--- src/rtl/jaxc_pkg.sv ---
package jaxc_pkg;

  // Sequencer states, one-hot
  typedef enum logic [4:0] {
    S_IDLE = 5'b00001,
    S_CORR = 5'b00010,
    S_MAG  = 5'b00100,
    S_DIV  = 5'b01000,
    S_HOLD = 5'b10000
  } state_t;

  // Configuration register indexes
  localparam logic [2:0] REG_OFF_S1_X = 3'd0;
  localparam logic [2:0] REG_OFF_S1_Y = 3'd1;
  localparam logic [2:0] REG_OFF_S2_X = 3'd2;
  localparam logic [2:0] REG_OFF_S2_Y = 3'd3;
  localparam logic [2:0] REG_DEAD_BAND = 3'd4;

  localparam int CFG_IDX_W  = 3;
  localparam int CFG_DATA_W = 9;
  localparam int OFF_W      = 9;
  localparam int DB_W       = 8;
  localparam int CTL_W      = 7;
  localparam int NUM_AXES   = 4;
  localparam int AX_W       = 2;

  // Control span: full deflection maps to this many steps
  localparam int CTL_SPAN = 50;
  // Quotient bits; the quotient never exceeds the control span
  localparam int Q_BITS   = 6;

  // Reset values of the registers
  localparam logic signed [OFF_W-1:0] OFF_S1_X_RST = 9'sd11;
  localparam logic signed [OFF_W-1:0] OFF_S1_Y_RST = -9'sd5;
  localparam logic signed [OFF_W-1:0] OFF_S2_X_RST = -9'sd28;
  localparam logic signed [OFF_W-1:0] OFF_S2_Y_RST = 9'sd11;
  localparam logic [DB_W-1:0]         DEAD_BAND_RST = 8'd50;

  // Button edge codes
  localparam logic [1:0] EDGE_NONE    = 2'd0;
  localparam logic [1:0] EDGE_PRESS   = 2'd1;
  localparam logic [1:0] EDGE_RELEASE = 2'd2;

endpackage

--- src/rtl/jaxc_div.sv ---
module jaxc_div
  import jaxc_pkg::*;
#(
  parameter int NUM_W = 17,
  parameter int DEN_W = 12
) (
  input  logic              clk,
  input  logic              rst_n,
  input  logic              start,
  input  logic [NUM_W-1:0]  num,
  input  logic [DEN_W-1:0]  den,
  output logic              done,
  output logic [Q_BITS-1:0] quo
);

  localparam int STEP_W = $clog2(Q_BITS);

  logic              busy_r;
  logic              done_r;
  logic [NUM_W-1:0]  rem_r;
  logic [DEN_W-1:0]  den_r;
  logic [Q_BITS-1:0] quo_r;
  logic [STEP_W-1:0] step_r;

  logic [NUM_W-1:0]  shifted;
  logic              ge;

  // Restoring division, one quotient bit per cycle, most significant first
  assign shifted = NUM_W'(den_r) << step_r;
  assign ge      = (rem_r >= shifted);

  always_ff @(posedge clk) begin
    if (!rst_n) begin
      busy_r <= 1'b0;
      done_r <= 1'b0;
    end else begin
      done_r <= 1'b0;
      if (start) begin
        busy_r <= 1'b1;
      end else if (busy_r && step_r == '0) begin
        busy_r <= 1'b0;
        done_r <= 1'b1;
      end
    end
  end

  always_ff @(posedge clk) begin
    if (start) begin
      rem_r  <= num;
      den_r  <= den;
      quo_r  <= '0;
      step_r <= STEP_W'(Q_BITS - 1);
    end else if (busy_r) begin
      if (ge) begin
        rem_r <= rem_r - shifted;
      end
      quo_r  <= {quo_r[Q_BITS-2:0], ge};
      step_r <= step_r - STEP_W'(1);
    end
  end

  assign done = done_r;
  assign quo  = quo_r;

endmodule

--- src/rtl/joystick_axis_and_button_conditioning_core.sv ---
// Joystick axis and button conditioning.
// Input channel (in_valid / in_stall): one transaction carries four raw
// stick samples and the two active-low button pins. in_stall is high while
// an item is being worked on, so one item is in flight at a time.
// Output channel (out_valid / out_stall): one result transaction per input,
// holding the corrected positions, the deadband-mapped control values and
// the button held / edge flags.
// Per axis the offset add and clamp (S_CORR) and then the magnitude check
// (S_MAG) are done; an axis outside the deadband then runs the shared
// restoring divider (S_DIV). The next item is taken the cycle after the
// result is loaded, so no new item is taken before the last one is through.
// The result sits in an output register: while the receiver stalls a new
// item is still accepted and processed, and only the load of its result
// waits until the held one has gone.
// Configuration (cfg_valid / cfg_ready / cfg_index / cfg_data) is always
// ready; writes belong in idle periods. Unknown indexes are ignored.
// Reset restores the default offsets and deadband and marks both buttons
// released; no clearing pass is needed.
module joystick_axis_and_button_conditioning_core
  import jaxc_pkg::*;
#(
  parameter int SAMPLE_BITS = 12
) (
  input  logic                         clk,
  input  logic                         rst_n,

  input  logic                         cfg_valid,
  output logic                         cfg_ready,
  input  logic [CFG_IDX_W-1:0]         cfg_index,
  input  logic [CFG_DATA_W-1:0]        cfg_data,

  input  logic                         in_valid,
  output logic                         in_stall,
  input  logic [SAMPLE_BITS-1:0]       in_s1_x_raw,
  input  logic [SAMPLE_BITS-1:0]       in_s1_y_raw,
  input  logic [SAMPLE_BITS-1:0]       in_s2_x_raw,
  input  logic [SAMPLE_BITS-1:0]       in_s2_y_raw,
  input  logic                         in_s1_pin,
  input  logic                         in_s2_pin,

  output logic                         out_valid,
  input  logic                         out_stall,
  output logic [SAMPLE_BITS-1:0]       out_s1_x_pos,
  output logic [SAMPLE_BITS-1:0]       out_s1_y_pos,
  output logic [SAMPLE_BITS-1:0]       out_s2_x_pos,
  output logic [SAMPLE_BITS-1:0]       out_s2_y_pos,
  output logic signed [CTL_W-1:0]      out_s1_x_ctl,
  output logic signed [CTL_W-1:0]      out_s1_y_ctl,
  output logic signed [CTL_W-1:0]      out_s2_x_ctl,
  output logic signed [CTL_W-1:0]      out_s2_y_ctl,
  output logic                         out_s1_held,
  output logic [1:0]                   out_s1_edge,
  output logic                         out_s2_held,
  output logic [1:0]                   out_s2_edge
);

  localparam int SB    = SAMPLE_BITS;
  localparam int SW    = SB + 2;
  localparam int NUM_W = SB + 5;
  localparam logic [SB-1:0] CENTER = {1'b1, {(SB-1){1'b0}}};
  localparam logic [SB-1:0] FULL   = {SB{1'b1}};

  // Configuration registers
  logic signed [OFF_W-1:0] off_s1_x_r, off_s1_y_r, off_s2_x_r, off_s2_y_r;
  logic [DB_W-1:0]         dead_band_r;

  // Sequencer and working storage
  state_t               state_r, state_nxt;
  logic [AX_W-1:0]      ax_r;
  logic [SB-1:0]        raw_r [NUM_AXES];
  logic [SB-1:0]        pos_r [NUM_AXES];
  logic signed [CTL_W-1:0] ctl_r [NUM_AXES];
  logic                 neg_r;
  logic [1:0]           prev_pin_r;
  logic [1:0]           held_r;
  logic [1:0]           edge_r [2];
  logic                 out_valid_r;

  logic                 in_acc;
  logic                 out_load;
  logic                 last_ax;

  logic signed [OFF_W-1:0] off_sel;
  logic signed [SW-1:0]    sum;
  logic [SB-1:0]           clamped;
  logic [SB-1:0]           pos_sel;
  logic [SB-1:0]           ctr_dev;
  logic [SB-1:0]           db_ext;
  logic [SB-1:0]           mag;
  logic                    outside;
  logic [SB-1:0]           range_w;
  logic [NUM_W-1:0]        numer;

  logic                    div_start;
  logic                    div_done;
  logic [Q_BITS-1:0]       div_quo;
  logic signed [CTL_W-1:0] quo_s;

  assign cfg_ready = 1'b1;
  assign in_stall  = (state_r != S_IDLE);
  assign in_acc    = in_valid && !in_stall;
  assign out_load  = (state_r == S_HOLD) && (!out_valid_r || !out_stall);
  assign last_ax   = (ax_r == AX_W'(NUM_AXES - 1));

  // Configuration writes
  always_ff @(posedge clk) begin
    if (!rst_n) begin
      off_s1_x_r  <= OFF_S1_X_RST;
      off_s1_y_r  <= OFF_S1_Y_RST;
      off_s2_x_r  <= OFF_S2_X_RST;
      off_s2_y_r  <= OFF_S2_Y_RST;
      dead_band_r <= DEAD_BAND_RST;
    end else if (cfg_valid && cfg_ready) begin
      case (cfg_index)
        REG_OFF_S1_X:  off_s1_x_r  <= $signed(cfg_data);
        REG_OFF_S1_Y:  off_s1_y_r  <= $signed(cfg_data);
        REG_OFF_S2_X:  off_s2_x_r  <= $signed(cfg_data);
        REG_OFF_S2_Y:  off_s2_y_r  <= $signed(cfg_data);
        REG_DEAD_BAND: dead_band_r <= cfg_data[DB_W-1:0];
        default: ;
      endcase
    end
  end

  // Offset for the axis in hand
  always_comb begin
    case (ax_r)
      2'd0:    off_sel = off_s1_x_r;
      2'd1:    off_sel = off_s1_y_r;
      2'd2:    off_sel = off_s2_x_r;
      default: off_sel = off_s2_y_r;
    endcase
  end

  // Offset add and clamp to 0..FULL
  always_comb begin
    sum = $signed({2'b00, raw_r[ax_r]}) + SW'(off_sel);
    if (sum[SW-1]) begin
      clamped = '0;
    end else if (sum[SW-2:SB] != '0) begin
      clamped = FULL;
    end else begin
      clamped = sum[SB-1:0];
    end
  end

  // Distance from centre beyond the deadband, scaled by the span
  always_comb begin
    pos_sel = pos_r[ax_r];
    ctr_dev = pos_sel[SB-1] ? (pos_sel - CENTER) : (CENTER - pos_sel);
    db_ext  = SB'(dead_band_r);
    outside = (ctr_dev > db_ext);
    mag     = ctr_dev - db_ext;
    range_w = CENTER - db_ext;
    numer   = NUM_W'(mag) * NUM_W'(CTL_SPAN);
  end

  assign div_start = (state_r == S_MAG) && outside;
  assign quo_s     = $signed({1'b0, div_quo});

  jaxc_div #(
    .NUM_W (NUM_W),
    .DEN_W (SB)
  ) u_div (
    .clk   (clk),
    .rst_n (rst_n),
    .start (div_start),
    .num   (numer),
    .den   (range_w),
    .done  (div_done),
    .quo   (div_quo)
  );

  // Next state
  always_comb begin
    state_nxt = state_r;
    case (state_r)
      S_IDLE: if (in_acc) state_nxt = S_CORR;
      S_CORR: state_nxt = S_MAG;
      S_MAG: begin
        if (outside) begin
          state_nxt = S_DIV;
        end else begin
          state_nxt = last_ax ? S_HOLD : S_CORR;
        end
      end
      S_DIV: begin
        if (div_done) state_nxt = last_ax ? S_HOLD : S_CORR;
      end
      S_HOLD: if (out_load) state_nxt = S_IDLE;
      default: state_nxt = S_IDLE;
    endcase
  end

  // Control state
  always_ff @(posedge clk) begin
    if (!rst_n) begin
      state_r     <= S_IDLE;
      ax_r        <= '0;
      prev_pin_r  <= 2'b11;
      out_valid_r <= 1'b0;
    end else begin
      state_r <= state_nxt;
      if (in_acc) begin
        ax_r       <= '0;
        prev_pin_r <= {in_s2_pin, in_s1_pin};
      end else if ((state_r == S_MAG && !outside) || (state_r == S_DIV && div_done)) begin
        ax_r <= ax_r + AX_W'(1);
      end
      if (out_load) begin
        out_valid_r <= 1'b1;
      end else if (!out_stall) begin
        out_valid_r <= 1'b0;
      end
    end
  end

  // Working payload
  always_ff @(posedge clk) begin
    if (in_acc) begin
      raw_r[0]  <= in_s1_x_raw;
      raw_r[1]  <= in_s1_y_raw;
      raw_r[2]  <= in_s2_x_raw;
      raw_r[3]  <= in_s2_y_raw;
      held_r    <= {~in_s2_pin, ~in_s1_pin};
      edge_r[0] <= (prev_pin_r[0] && !in_s1_pin) ? EDGE_PRESS :
                   (!prev_pin_r[0] && in_s1_pin) ? EDGE_RELEASE : EDGE_NONE;
      edge_r[1] <= (prev_pin_r[1] && !in_s2_pin) ? EDGE_PRESS :
                   (!prev_pin_r[1] && in_s2_pin) ? EDGE_RELEASE : EDGE_NONE;
    end
    if (state_r == S_CORR) begin
      pos_r[ax_r] <= clamped;
    end
    if (state_r == S_MAG) begin
      neg_r <= !pos_sel[SB-1];
      if (!outside) begin
        ctl_r[ax_r] <= '0;
      end
    end
    if (state_r == S_DIV && div_done) begin
      ctl_r[ax_r] <= neg_r ? -quo_s : quo_s;
    end
  end

  // Output register
  always_ff @(posedge clk) begin
    if (out_load) begin
      out_s1_x_pos <= pos_r[0];
      out_s1_y_pos <= pos_r[1];
      out_s2_x_pos <= pos_r[2];
      out_s2_y_pos <= pos_r[3];
      out_s1_x_ctl <= ctl_r[0];
      out_s1_y_ctl <= ctl_r[1];
      out_s2_x_ctl <= ctl_r[2];
      out_s2_y_ctl <= ctl_r[3];
      out_s1_held  <= held_r[0];
      out_s1_edge  <= edge_r[0];
      out_s2_held  <= held_r[1];
      out_s2_edge  <= edge_r[1];
    end
  end

  assign out_valid = out_valid_r;

  // A new result only appears after the sequencer has finished an item
  a_valid_from_hold: assert property (@(posedge clk) disable iff (!rst_n)
    $rose(out_valid) |-> $past(state_r == S_HOLD))
    else $error("result raised outside the hold step");

  // A held result is never overwritten
  a_no_overwrite: assert property (@(posedge clk) disable iff (!rst_n)
    out_valid_r && out_stall |-> !out_load)
    else $error("held result overwritten");

  // Divider answers only while the sequencer waits for it
  a_div_done_in_div: assert property (@(posedge clk) disable iff (!rst_n)
    div_done |-> state_r == S_DIV)
    else $error("divider finished outside the divide step");

  // Control values stay within the span
  a_ctl_range: assert property (@(posedge clk) disable iff (!rst_n)
    state_r == S_DIV && div_done |-> div_quo <= Q_BITS'(CTL_SPAN))
    else $error("quotient beyond control span");

  // An s1 press edge always reports the button held
  a_press_held: assert property (@(posedge clk) disable iff (!rst_n)
    out_valid && out_s1_edge == EDGE_PRESS |-> out_s1_held)
    else $error("press edge without held button");

endmodule

--- config.mk ---
export PLATFORM = sky130hd
export DESIGN_NAME = joystick_axis_and_button_conditioning_core
export DESIGN_NICKNAME = d
export VERILOG_FILES = /design/src/rtl/jaxc_pkg.sv /design/src/rtl/jaxc_div.sv /design/src/rtl/joystick_axis_and_button_conditioning_core.sv
export SDC_FILE = /design/constraint.sdc
export NUM_CORES = 1
export LEC_CHECK = 0
export ABC_CLOCK_PERIOD_IN_PS = 19350
export BUFFER_PORTS_ARGS = -buffer_cell sky130_fd_sc_hd__buf_4
export CORE_MARGIN = 4
export CORE_UTILIZATION = 64
export DETAILED_ROUTE_END_ITERATION = 7
export PLACE_DENSITY = 0.95
export SYNTH_ARGS = -nofsm -noshare
export SYNTH_HDL_FRONTEND = slang
export SYNTH_HIERARCHICAL = 1
export SYNTH_SLANG_ARGS = --single-unit
--- constraint.sdc ---
create_clock -name clk -period 19.35 [get_ports clk]
set_clock_uncertainty 0.2 [all_clocks]
set_input_delay 2.9025 -clock clk [delete_from_list [all_inputs] [get_ports clk]]
set_output_delay 2.9025 -clock clk [all_outputs]
set_load 0.02 [all_outputs]
==> metrics <==
RSZ-0062 raised after global routing=false; worst vdd ir=0.08822 mV; hold crit path type=reg -> reg; minimum clock period=7.629 ns; simple-gate share of the synthesized area=0.1104; Detailed Place HPWL=24210 µm; FFs w/ async S/R, synth=0; grt ovf=0; largest net degree at the start of global routing=83; Primary FF master, synth=edfxtp_1; Setup-failing EPs final=0; Bufs on Longest Clock Path=3; clock sink count=309; initial antenna violation count=1; clk slew on worst S/H paths=0.06 ns; startpoint types=flop; share of power burned in combinational logic=0.228; Iter 0 DRT Violations=1548; crit path kind=reg -> reg; Vias/cell=6.427; Area growth, synth to finish=15.89%; CTS tree=done; die area=25680 µm²; Post-Syn Nets=1362; post-synthesis sequential area ratio=0.5803; die height=160.2 µm; Mapped Area=14830 µm²; status=finished clean; Fillers=1199; antenna diode count=0; Crit. End Element=flop; global-route wire length before repair=57350 µm; Yosys reg bits=309; Post-synth EDFFs=242; Root Driver=clkbuf_16; hold-critical path depth=0; core area=22710 µm²; post-synthesis xor/xnor area fraction=0.03905; post-synthesis adder-cell area fraction=0.08215; DR vias=10630; Crit path depth=25; Crit path arrival time=7.73 ns; Cell variety after synth=73; static leakage=6.517 nW; setup_tns=0 ns; Crit path max-delay family=compound AO/OA/AOI/OAI gates; Die X=160.2 µm; Initial Util=0.6532; sequential share of power=0.431; Pint=1.273 mW; nets=1504; Post-CTS Setup Inserts=0; post-synthesis cell count=1203; Sw Ratio=0.2862; Buf/Inv on CP=4; end-of-flow core utilization=0.7570; final weighted congestion in routability-driven placement=0.9245; Post-Route WL=36820 µm; I/O Pins=152; hold_buf cts=0; post-synthesis mux area share=0.06090; drt drc=0; Power Dens Cells=103.7 nW/µm²; largest family of logic cells by synthesized area=simple AND/OR/NAND/NOR gates; final slew viol count=0; crit-path max FO=24; antenna-violating nets left=0; Req. time, crit path=19.45 ns; max incr delay on CP=0.99 ns; WL/cell=22.26 µm; NetSw=510.5 µW; row count=55; vias in the first global route=10580; Syn. warnings=6; Slew headroom=0.2448; Avg Cell Area, Syn=12.33 µm²; Max Cap Viol=0; slowest CP cell=dfxtp_2; Tcrit/Tclk final=0.3942; total track usage=0.2826; Slew @ Worst Pin=1.131 ns; reg2reg path depth=25; H-tree depth=1; share of post-route cells with drive strength above 1=0.1899; port buffer count=150; fmax=131.1 MHz; Final Hold Fails=0; Clock power frac=0.341; TritonCTS Buffers=30; Gates resized, CTS repair=0; worst-skew pair later-pin latency=0.58 ns; Compound-Gate Fraction of Synth Area=0.09421; cell mode on critical path=inv_1; Pre-antenna DRT Iters=7
[cell type report]
| class | count | area [µm²] | area share |
|---|---|---|---|
| Clock buffer | 41 | 822.0 | 0.04782 |
| Clock inverter | 15 | 212.7 | 0.01237 |
| Inverter | 74 | 277.8 | 0.01616 |
| Multi-Input combinational cell | 777 | 5764 | 0.3353 |
| Sequential cell | 309 | 8610 | 0.5008 |
| Tap cell | 285 | 356.6 | 0.02074 |
| Timing Repair Buffer | 153 | 1149 | 0.06681 |
[through the flow]
step	hold slack [ns]	cell area (µm²)	cells	setup slack, ns	total power [mW]
floorplan	0.2003	14830	1203	11.71	1.083
global placement	0.2032	16150	1598	12.40	1.153
detailed placement	0.2045	16150	1598	12.15	1.170
CTS	0.2193	17190	1654	11.85	1.775
global route	0.2231	17190	1654	11.39	1.857
finish	0.2200	17190	1654	11.72	1.784
[cell usage after synthesis (17+ instances only)]
library cell | instances | area [µm²]
ha_1 | 83 | 1039
edfxtp_1 | 242 | 7267
mux2i_1 | 25 | 250.2
nor3_1 | 17 | 85.08
nor2b_1 | 18 | 112.6
clkbuf_1 | 28 | 105.1
dfxtp_1 | 67 | 1341
inv_1 | 72 | 270.3
mux4_2 | 26 | 585.6
nand3_1 | 34 | 170.2
xor2_1 | 22 | 192.7
xnor2_1 | 36 | 315.3
o21ai_0 | 37 | 185.2
a21oi_1 | 63 | 315.3
nor2_1 | 77 | 289.0
a21boi_0 | 24 | 180.2
nand2_1 | 145 | 544.3
[final timing paths]
kind                                 from         endpoint  slack (ns)
worst max-delay path                 flop  u_div/rem_r[16]       11.72
worst min-delay path            held_r[0]      out_s1_held        0.22
worst max register to register       flop  u_div/rem_r[16]       11.72
worst min register to register  held_r[0]      out_s1_held        0.22
[placed cells by master (no fill, tap or decap), drive strengths merged, types with 40 or more instances in the layout]
| master | Yosys | routed |
|---|---|---|
| edfxtp | 242 | 242 |
| buf | 15 | 153 |
| nand2 | 146 | 146 |
| ha | 83 | 83 |
| nor2 | 78 | 78 |
| inv | 72 | 74 |
| dfxtp | 67 | 67 |
| a21oi | 65 | 65 |
| clkbuf | 28 | 41 |
| o21ai | 40 | 40 |
[metal layers]
layer | GRT usage | part of all wire | up-vias
met5 | 0 | 0.00027 | -
met4 | 0.1560 | 0.063 | 2
met3 | 0.06116 | 0.10 | 191
met2 | 0.4676 | 0.48 | 776
met1 | 0.3481 | 0.35 | 5005
li1 | - | - | 4657
[power groups by stage]
stage	Combinational (mW)	Clock, mW	Sequential, mW
final	0.407	0.608	0.769
after global routing	0.447	0.639	0.771
after CTS	0.399	0.608	0.768
after detailed placement	0.387	0	0.782
after global placement	0.374	0	0.780
after floorplan	0.317	0	0.767
[cells by family (layout without fill, tap and decap cells)]
| kind of cell | after synthesis | in the layout |
|---|---|---|
| AND/OR/NAND/NOR | 353 | 353 |
| multiplexers | 57 | 57 |
| buffers and inverters | 117 | 283 |
| AO/OA/AOI/OAI | 211 | 211 |
| XOR/XNOR | 62 | 62 |
| other | 2 | 2 |
| flip-flops | 309 | 309 |
| adder cells (fa/ha/maj) | 92 | 92 |
[registers in the layout, indices dropped and copies added (netlist names), 12 cells and up, named ones only]
name / flops
out_s1_y_pos: 12
out_s2_y_pos: 12
out_s2_x_pos: 12
ctl_r: 28
u_div/rem_r: 17
out_s1_x_pos: 12
u_div/den_r: 12
raw_r: 48
pos_r: 48
(Power assumes the default switching activity.)
